===== config.mk =====
export PLATFORM = sky130hd
export DESIGN_NAME = tx_submit_confirm_tracker_unit_flat
export DESIGN_NICKNAME = d
export VERILOG_FILES = /design/src/hdl/tsct_pkg.sv /design/src/hdl/tsct_if.sv /design/src/hdl/tsct_cell.sv /design/src/hdl/tx_submit_confirm_tracker_unit.sv /design/src/flat_wrapper.sv
export SDC_FILE = /design/constraint.sdc
export NUM_CORES = 2
export LEC_CHECK = 0
export BUFFER_PORTS_ARGS = -buffer_cell sky130_fd_sc_hd__clkbuf_2
export CELL_PAD_IN_SITES_DETAIL_PLACEMENT = 0
export CELL_PAD_IN_SITES_GLOBAL_PLACEMENT = 1
export CORE_MARGIN = 2
export CORE_UTILIZATION = 50
export CTS_CLUSTER_DIAMETER = 30
export CTS_CLUSTER_SIZE = 16
export DETAILED_ROUTE_END_ITERATION = 10
export PLACE_DENSITY_LB_ADDON = 0.1
export SLEW_MARGIN = 15
export SYNTH_ARGS = -nofsm -noshare
export SYNTH_HDL_FRONTEND = slang
export SYNTH_SLANG_ARGS = --single-unit

===== constraint.sdc =====
create_clock -name clk_i -period 9.9 [get_ports clk_i]
set_input_delay 0.495 -clock clk_i [delete_from_list [all_inputs] [get_ports clk_i]]
set_output_delay 0.495 -clock clk_i [all_outputs]
set_load 0.005 [all_outputs]

===== src/hdl/tsct_pkg.sv =====
// ----------------------------------------------------------------------------
// tsct_pkg
// Shared types and constants for the transmit submit/confirm tracker.
// ----------------------------------------------------------------------------
package tsct_pkg;

  localparam int unsigned SlotsDefault = 4;

  typedef enum logic {
    CMD_SUBMIT  = 1'b0,
    CMD_CONFIRM = 1'b1
  } cmd_e;

  // Token that walks the cell row: two passes, search then apply.
  typedef struct packed {
    logic        valid;
    logic        apply;    // 0: search pass, 1: apply pass
    cmd_e        cmd;
    logic        hit;      // key seen somewhere in the row (search pass)
    logic        found;    // slot written or freed (apply pass)
    logic [31:0] key;
    logic [7:0]  queue;
    logic [7:0]  tid;
    logic [7:0]  vif;
    logic [7:0]  station;
    logic [31:0] flags;
    logic [31:0] status;
    logic [31:0] seq;
    logic [31:0] res_id;
    logic [7:0]  res_queue;
    logic [7:0]  res_tid;
    logic [7:0]  res_vif;
    logic [7:0]  res_station;
    logic [31:0] res_flags;
  } tok_t;

  typedef struct packed {
    logic [31:0] sequence_id;
    logic [31:0] confirm_status;
    logic [7:0]  submit_queue;
    logic [7:0]  confirm_queue;
    logic [7:0]  stored_tid;
    logic [7:0]  stored_vif;
    logic [7:0]  stored_station;
    logic [31:0] stored_flags;
  } res_t;

endpackage


===== src/hdl/tsct_if.sv =====
// ----------------------------------------------------------------------------
// tsct_in_if / tsct_out_if
// Valid/ready channels of the tracker: event items in, result items out.
// ----------------------------------------------------------------------------
interface tsct_in_if;
  logic        valid;
  logic        ready;
  logic        command;
  logic [31:0] descriptor_key;
  logic [7:0]  queue;
  logic [7:0]  tid;
  logic [7:0]  vif;
  logic [7:0]  station;
  logic [31:0] flags;
  logic [31:0] status;

  modport source (
    output valid, command, descriptor_key, queue, tid, vif, station, flags, status,
    input  ready
  );
  modport sink (
    input  valid, command, descriptor_key, queue, tid, vif, station, flags, status,
    output ready
  );
endinterface

interface tsct_out_if;
  logic        valid;
  logic        ready;
  logic [31:0] sequence_id;
  logic [31:0] confirm_status;
  logic [7:0]  submit_queue;
  logic [7:0]  confirm_queue;
  logic [7:0]  stored_tid;
  logic [7:0]  stored_vif;
  logic [7:0]  stored_station;
  logic [31:0] stored_flags;

  modport source (
    output valid, sequence_id, confirm_status, submit_queue, confirm_queue,
           stored_tid, stored_vif, stored_station, stored_flags,
    input  ready
  );
  modport sink (
    input  valid, sequence_id, confirm_status, submit_queue, confirm_queue,
           stored_tid, stored_vif, stored_station, stored_flags,
    output ready
  );
endinterface


===== src/hdl/tsct_cell.sv =====
// ----------------------------------------------------------------------------
// tsct_cell
// One table slot. Compares the passing token against its key, updates the
// slot on the apply pass and hands the token to the next cell.
// ----------------------------------------------------------------------------
module tsct_cell
  import tsct_pkg::*;
(
  input  logic clk_i,
  input  logic rst_ni,
  input  logic en_i,
  input  tok_t tok_i,
  output tok_t tok_o
);

  logic [31:0] key_q;
  logic [31:0] id_q;
  logic [31:0] flags_q;
  logic [7:0]  queue_q;
  logic [7:0]  tid_q;
  logic [7:0]  vif_q;
  logic [7:0]  station_q;
  tok_t        tok_q;
  tok_t        tok_d;
  logic        match;
  logic        wr;
  logic        clr;

  assign match = (key_q == tok_i.key);

  always_comb begin
    tok_d = tok_i;
    wr    = 1'b0;
    clr   = 1'b0;
    if (tok_i.valid) begin
      if (!tok_i.apply) begin
        if (match) tok_d.hit = 1'b1;
      end else if (tok_i.cmd == CMD_SUBMIT) begin
        // existing key wins; otherwise the first empty slot along the row
        if (tok_i.hit) wr = match;
        else           wr = (key_q == '0) && !tok_i.found;
        if (wr) tok_d.found = 1'b1;
      end else if (match) begin
        clr               = 1'b1;
        tok_d.found       = 1'b1;
        tok_d.res_id      = id_q;
        tok_d.res_queue   = queue_q;
        tok_d.res_tid     = tid_q;
        tok_d.res_vif     = vif_q;
        tok_d.res_station = station_q;
        tok_d.res_flags   = flags_q;
      end
    end
  end

  always_ff @(posedge clk_i or negedge rst_ni) begin
    if (!rst_ni) begin
      key_q <= '0;
      tok_q <= '0;
    end else if (en_i) begin
      tok_q <= tok_d;
      if (wr)       key_q <= tok_i.key;
      else if (clr) key_q <= '0;
    end
  end

  always_ff @(posedge clk_i) begin
    if (en_i && wr) begin
      id_q      <= tok_i.seq;
      flags_q   <= tok_i.flags;
      queue_q   <= tok_i.queue;
      tid_q     <= tok_i.tid;
      vif_q     <= tok_i.vif;
      station_q <= tok_i.station;
    end
  end

  assign tok_o = tok_q;

endmodule


===== src/hdl/tx_submit_confirm_tracker_unit.sv =====
// ----------------------------------------------------------------------------
// tx_submit_confirm_tracker_unit
// Slot table pairing transmit submissions with their confirmations.
// ----------------------------------------------------------------------------
// in_i takes submit and confirm items; out_o gives one item per confirm that
// finds its key. A zero key is taken and dropped. Each item with a nonzero
// key is a token that walks the row of SLOTS cells twice: a search pass that
// notes whether the key is present, then an apply pass that writes,
// overwrites or frees the slot and picks up stored fields. An item therefore
// holds the block until both trips through the cell row are done; in_i.ready
// is low meanwhile. A confirm result is registered and shows on out_o once
// the apply pass ends, unless a result still pending on a stalled out_o holds
// the row. A full table drops a submit without advancing the sequence id.
// Reset empties every slot and clears the sequence counter; the block is
// ready straight after reset. If out_o is stalled with a result pending, the
// next input item is still taken; only a second result waiting to be loaded
// freezes the token in the last cell until out_o drains.
// ----------------------------------------------------------------------------
module tx_submit_confirm_tracker_unit
  import tsct_pkg::*;
#(
  parameter int unsigned SLOTS = SlotsDefault
) (
  input  logic      clk_i,
  input  logic      rst_ni,
  tsct_in_if.sink   in_i,
  tsct_out_if.source out_o
);

  tok_t        tok [SLOTS];
  tok_t        head;
  tok_t        last;
  logic        busy_q, busy_d;
  logic [31:0] seq_q, seq_d;
  logic        out_valid_q, out_valid_d;
  res_t        res_q;
  logic        in_fire;
  logic        done;
  logic        load;
  logic        en;
  logic [SLOTS-1:0] tok_valid;

  assign last    = tok[SLOTS-1];
  assign in_fire = in_i.valid && in_i.ready;
  assign done    = last.valid && last.apply;
  assign load    = done && (last.cmd == CMD_CONFIRM) && last.found;
  assign en      = !(load && out_valid_q && !out_o.ready);

  assign in_i.ready = !busy_q;

  always_comb begin
    head = '0;
    if (last.valid && !last.apply) begin
      head       = last;
      head.apply = 1'b1;
    end else if (in_fire && (in_i.descriptor_key != '0)) begin
      head.valid   = 1'b1;
      head.cmd     = cmd_e'(in_i.command);
      head.key     = in_i.descriptor_key;
      head.queue   = in_i.queue;
      head.tid     = in_i.tid;
      head.vif     = in_i.vif;
      head.station = in_i.station;
      head.flags   = in_i.flags;
      head.status  = in_i.status;
      head.seq     = seq_q;
    end
  end

  for (genvar i = 0; i < SLOTS; i++) begin : g_cell
    tsct_cell u_cell (
      .clk_i (clk_i),
      .rst_ni(rst_ni),
      .en_i  (en),
      .tok_i ((i == 0) ? head : tok[(i == 0) ? 0 : i-1]),
      .tok_o (tok[i])
    );
    assign tok_valid[i] = tok[i].valid;
  end

  always_comb begin
    busy_d      = busy_q;
    seq_d       = seq_q;
    out_valid_d = out_valid_q;
    if (out_o.ready) out_valid_d = 1'b0;
    if (in_fire && (in_i.descriptor_key != '0)) busy_d = 1'b1;
    if (done && en) begin
      busy_d = 1'b0;
      if ((last.cmd == CMD_SUBMIT) && last.found) seq_d = seq_q + 32'd1;
      if (load) out_valid_d = 1'b1;
    end
  end

  always_ff @(posedge clk_i or negedge rst_ni) begin
    if (!rst_ni) begin
      busy_q      <= 1'b0;
      seq_q       <= '0;
      out_valid_q <= 1'b0;
    end else begin
      busy_q      <= busy_d;
      seq_q       <= seq_d;
      out_valid_q <= out_valid_d;
    end
  end

  always_ff @(posedge clk_i) begin
    if (load && en) begin
      res_q.sequence_id    <= last.res_id;
      res_q.confirm_status <= last.status;
      res_q.submit_queue   <= last.res_queue;
      res_q.confirm_queue  <= last.queue;
      res_q.stored_tid     <= last.res_tid;
      res_q.stored_vif     <= last.res_vif;
      res_q.stored_station <= last.res_station;
      res_q.stored_flags   <= last.res_flags;
    end
  end

  assign out_o.valid          = out_valid_q;
  assign out_o.sequence_id    = res_q.sequence_id;
  assign out_o.confirm_status = res_q.confirm_status;
  assign out_o.submit_queue   = res_q.submit_queue;
  assign out_o.confirm_queue  = res_q.confirm_queue;
  assign out_o.stored_tid     = res_q.stored_tid;
  assign out_o.stored_vif     = res_q.stored_vif;
  assign out_o.stored_station = res_q.stored_station;
  assign out_o.stored_flags   = res_q.stored_flags;

  // only one item travels the row at a time
  a_one_token: assert property (@(posedge clk_i) disable iff (!rst_ni)
    $countones(tok_valid) <= 1)
    else $error("more than one token in the cell row");

  a_idle_empty: assert property (@(posedge clk_i) disable iff (!rst_ni)
    !busy_q |-> (tok_valid == '0))
    else $error("token in the row while idle");

  a_seq_step: assert property (@(posedge clk_i) disable iff (!rst_ni)
    (seq_q != $past(seq_q)) |->
      ($past(done && en && (last.cmd == CMD_SUBMIT) && last.found)
       && (seq_q == $past(seq_q) + 32'd1)))
    else $error("sequence id moved without a stored submit");

  a_no_lost_result: assert property (@(posedge clk_i) disable iff (!rst_ni)
    (load && out_valid_q && !out_o.ready) |=> (load && out_valid_q))
    else $error("pending result overwritten");

endmodule

===== src/flat_wrapper.sv =====
// flat-port wrapper written by rule: the top's interface ports become plain ports
module tx_submit_confirm_tracker_unit_flat import tsct_pkg::*;
#(
  parameter int unsigned SLOTS = SlotsDefault
)
  (clk_i, rst_ni, in_i_valid, in_i_command, in_i_descriptor_key, in_i_queue, in_i_tid, in_i_vif, in_i_station, in_i_flags, in_i_status, in_i_ready, out_o_valid, out_o_sequence_id, out_o_confirm_status, out_o_submit_queue, out_o_confirm_queue, out_o_stored_tid, out_o_stored_vif, out_o_stored_station, out_o_stored_flags, out_o_ready);
  tsct_in_if in_i_i ();
  tsct_out_if out_o_i ();
  input  logic clk_i;
  input  logic rst_ni;
  input wire logic [$bits(in_i_i.valid)-1:0] in_i_valid;
  input wire logic [$bits(in_i_i.command)-1:0] in_i_command;
  input wire logic [$bits(in_i_i.descriptor_key)-1:0] in_i_descriptor_key;
  input wire logic [$bits(in_i_i.queue)-1:0] in_i_queue;
  input wire logic [$bits(in_i_i.tid)-1:0] in_i_tid;
  input wire logic [$bits(in_i_i.vif)-1:0] in_i_vif;
  input wire logic [$bits(in_i_i.station)-1:0] in_i_station;
  input wire logic [$bits(in_i_i.flags)-1:0] in_i_flags;
  input wire logic [$bits(in_i_i.status)-1:0] in_i_status;
  output wire logic [$bits(in_i_i.ready)-1:0] in_i_ready;
  output wire logic [$bits(out_o_i.valid)-1:0] out_o_valid;
  output wire logic [$bits(out_o_i.sequence_id)-1:0] out_o_sequence_id;
  output wire logic [$bits(out_o_i.confirm_status)-1:0] out_o_confirm_status;
  output wire logic [$bits(out_o_i.submit_queue)-1:0] out_o_submit_queue;
  output wire logic [$bits(out_o_i.confirm_queue)-1:0] out_o_confirm_queue;
  output wire logic [$bits(out_o_i.stored_tid)-1:0] out_o_stored_tid;
  output wire logic [$bits(out_o_i.stored_vif)-1:0] out_o_stored_vif;
  output wire logic [$bits(out_o_i.stored_station)-1:0] out_o_stored_station;
  output wire logic [$bits(out_o_i.stored_flags)-1:0] out_o_stored_flags;
  input wire logic [$bits(out_o_i.ready)-1:0] out_o_ready;
  assign in_i_i.valid = in_i_valid;
  assign in_i_i.command = in_i_command;
  assign in_i_i.descriptor_key = in_i_descriptor_key;
  assign in_i_i.queue = in_i_queue;
  assign in_i_i.tid = in_i_tid;
  assign in_i_i.vif = in_i_vif;
  assign in_i_i.station = in_i_station;
  assign in_i_i.flags = in_i_flags;
  assign in_i_i.status = in_i_status;
  assign in_i_ready = in_i_i.ready;
  assign out_o_valid = out_o_i.valid;
  assign out_o_sequence_id = out_o_i.sequence_id;
  assign out_o_confirm_status = out_o_i.confirm_status;
  assign out_o_submit_queue = out_o_i.submit_queue;
  assign out_o_confirm_queue = out_o_i.confirm_queue;
  assign out_o_stored_tid = out_o_i.stored_tid;
  assign out_o_stored_vif = out_o_i.stored_vif;
  assign out_o_stored_station = out_o_i.stored_station;
  assign out_o_stored_flags = out_o_i.stored_flags;
  assign out_o_i.ready = out_o_ready;
  tx_submit_confirm_tracker_unit #(.SLOTS(SLOTS)) u_core (.clk_i(clk_i), .rst_ni(rst_ni), .in_i(in_i_i), .out_o(out_o_i));
endmodule

==> impl_results.md <==
- Synth Area in Adders: 0.01824%
- CP bufs+invs: 2
- Drt drc: 0
- Max IR drop VDD: 244.7 uV
- Post-synthesis sequential area ratio: 66.77%
- Post-synthesis xor/xnor area fraction: 2.184%
- CP max FO: 53
- Area of the die: 140,100 um^2
- Syn Nets: 6,154
- Commonest non-fill, non-tap cells in the layout: nand2_1, dfrtp_1, edfxtp_1
- Slew margin rel.: 20.61%
- HP Class: input pin to flip-flop
- RR Endpoint: u_core.g_cell[0].u_cell.tok_o[18]
- Die height: 374.4 um
- Most used DFF post-synth: dfrtp_1
- Worst r2r src: u_core.busy_q
- Setup Viol. Count Final: 0
- Final Critical Period: 5239 ps
- Antenna-violating nets left: 0
- IO buf count: 270
- Fin. Hold Viols: 0
- Clock Latency Late Sink: 910 ps
- Final period util: 52.92%
- CTS Buf Count: 388
- RSZ-0062 raised after global routing: no
- Setup crit end kind: flip-flop
- Largest cells by area after synthesis: dfrtp_1, edfxtp_1, nand2_1
- Fraction of the mapped netlist area in simple logic gates: 14.98%
- Worst EP required: 10,660 ps
- PostCTS Resize Cnt: 0
- Compound-gate portion of the synthesized area: 7.756%
- Cell variety after synth: 62
- Total of max-cap violations: 0
- Worst-margin pin slew: 1191 ps
- Commonest non-fill, non-tap cell in the layout: nand2_1
- CP startpoint kind: flip-flop
- Final TNS setup: 0 ps
- Hold_buf cts: 67
- Synth async-reset ratio: 69.87%
- Crit-path most repeated cell: buf_4
- Hold EP: u_core.g_cell[0].u_cell.queue_q[2]
- Hold Crit Depth: 3
- Count of pins over their slew limit: 0
- Status: complete, no violations
- Post-Syn Instances: 6,020
- Rows: 135
- Initial antenna violation count: 1
- Clk sinks: 1,726
- Power Density: 292.0 nW/um^2
- Number of global-route vias before repair: 47.15k
- Crit path launch: u_core.busy_q
- Area Growth Syn to Fin: 24.81%
- Worst R2R Setup Slack: 4660 ps
- Syn avg cell area: 11.39 um^2
- DRT Pass-1 Iters: 6
- Mux cell area share after synthesis: 5.871%
- Worst path cell trace: nand2b_1 > nor2_1 > buf_4 > a32oi_1 > o221ai_1 > nand4b_4 > or2_4 > buf_4 > a311o_1
- Final design utilization: 63.03%
- Fin nets: 6,570
- H-tree depth: 5
- Routed vias: 46.20k
- Clock transition at path regs: 50 ps
- Post-CTS Setup Bufs: 0
- Critical Path Max Stage Delay: 790 ps
- Crit Path Class: flip-flop to flip-flop
- First-pass GRT wire length: 279,100 um
- Grt ovf: 0
- Slowest-stage cell, CP: or2_4
- Max clock buf depth: 4
- Post-synth EDFFs: 520
- Root Driver: clkbuf_16
- Detail Placement HPWL: 97,710 um
- Die extent in x: 374.4 um
- Placed cell count: 7,760
- CTS tree: yes
- Leakage: 39.27 nW
- Final Skew: 46.85 ps
- Finished Layout Cells: 8,534
- Worst Reg2Reg Path Length in Cells: 9
- CP delay by family, top: simple AND/OR/NAND/NOR gates
- Via-to-Cell Ratio: 5.414
- Wirelength per Cell: 20.82 um
- GRT Overall Usage: 25.56%
- Fraction of layout cells with a size suffix above 1: 16.37%
- DR iter-0 viols: 3,595
- Total routed wirelength: 177,700 um
- Netlist Area Pre-Place: 68,580 um^2
- #FFs+latches synth: 1,726
- Top cell type by total area after synthesis: dfrtp_1
- Synth top area share: 44.00%
- Hold wc startpoint: in_i_queue[2]
- Main combinational cell family by area after synthesis: simple AND/OR/NAND/NOR gates
- Critical Path AT: 6000 ps
- Largest net degree at the start of global routing: 237
- Starting Density: 50.50%
- Core Footprint: 135,800 um^2
- IO Pins: 271
- Gpl congestion: 0.8399
- Synth warnings: 0
- Achievable Freq: 0.1909 GHz
==> stage by stage <==
step	setup slack (ps)	total power, mW	hold slack [ps]	cell area (um^2)
2_1_floorplan	2629	10.72	199.4	68580
3_3_place_gp	4604	11.93	448.3	71440
3_5_place_dp	4605	12.00	453.5	71440
4_1_cts	4740	25.20	1.789	85590
5_1_grt	4460	25.95	14.72	85590
6_report	4661	24.99	40.68	85590
==> routing by layer <==
layer	part of all wire, %	up-vias	GRT usage, %
met4	2.2	0	8.103
met2	48	1073	41.08
li1	-	21597	-
met5	0	-	0
met3	4.2	296	4.128
met1	45	23236	35.80
==> cells in the mapped netlist, types with 37 or more instances <==
library cell / number
a21oi_1: 37
a22o_1: 96
a311o_1: 97
and2_1: 97
clkbuf_1: 328
dfrtp_1: 1206
edfxtp_1: 520
inv_1: 49
mux2_2: 98
mux2i_1: 292
nand2_1: 2056
nor2_1: 82
nor3_1: 105
nor4_1: 58
o21ai_0: 429
xnor2_1: 43
xor2_1: 128
==> registers in the layout (all words and copies together), names as in the netlist, 32 cells and up <==
signal / cells
u_core.g_cell.u_cell.flags_q: 128
u_core.g_cell.u_cell.id_q: 128
u_core.g_cell.u_cell.key_q: 128
u_core.g_cell.u_cell.queue_q: 32
u_core.g_cell.u_cell.station_q: 32
u_core.g_cell.u_cell.tid_q: 32
u_core.g_cell.u_cell.tok_o: 1044
u_core.g_cell.u_cell.vif_q: 32
u_core.out_o.confirm_status: 32
u_core.out_o.sequence_id: 32
u_core.out_o.stored_flags: 32
u_core.seq_q: 32
==> area by class of cell <==
type | count | area (um^2)
Inverter | 49 | 188.9
Timing Repair Buffer | 401 | 2668
Fill cell | 10721 | 50210
Multi-Input combinational cell | 3870 | 21230
Tap cell | 1781 | 2228
Sequential cell | 1726 | 45790
Clock inverter | 243 | 3022
Antenna cell | 1 | 2.502
Clock buffer | 463 | 10460
==> worst max path at each step <==
stage,cells after the start,to
after global routing,9,u_core.g_cell[0].u_cell.tok_o[23]
final,9,u_core.g_cell[0].u_cell.tok_o[18]
after CTS,9,u_core.g_cell[0].u_cell.tok_o[18]
after floorplan,2,u_core.out_o.confirm_queue[0]
after global placement,10,u_core.g_cell[0].u_cell.tok_o[19]
after detailed placement,10,u_core.g_cell[0].u_cell.tok_o[12]
==> report_power, final <==
group	switching (mW)	internal, mW	leakage, nW
registers	0.761	8.37	21.6
logic	1.91	0.865	11.1
clock network	4.01	9.07	6.54
total	6.68	18.3	39.3
==> worst min-delay path: stages <==
cell	delay (ps)
clkbuf_2	80
nand2_1	40
o21ai_0	110
==> kinds of logic (layout without fill, tap and decap cells) <==
group,Yosys count,count (layout)
other,0,1
adder cells (fa/ha/maj),1,1
flip-flops,1726,1726
multiplexers,390,390
AO/OA/AOI/OAI,802,802
AND/OR/NAND/NOR,2506,2506
XOR/XNOR,171,171
buffers and inverters,424,1156
(Power assumes the default switching activity.)
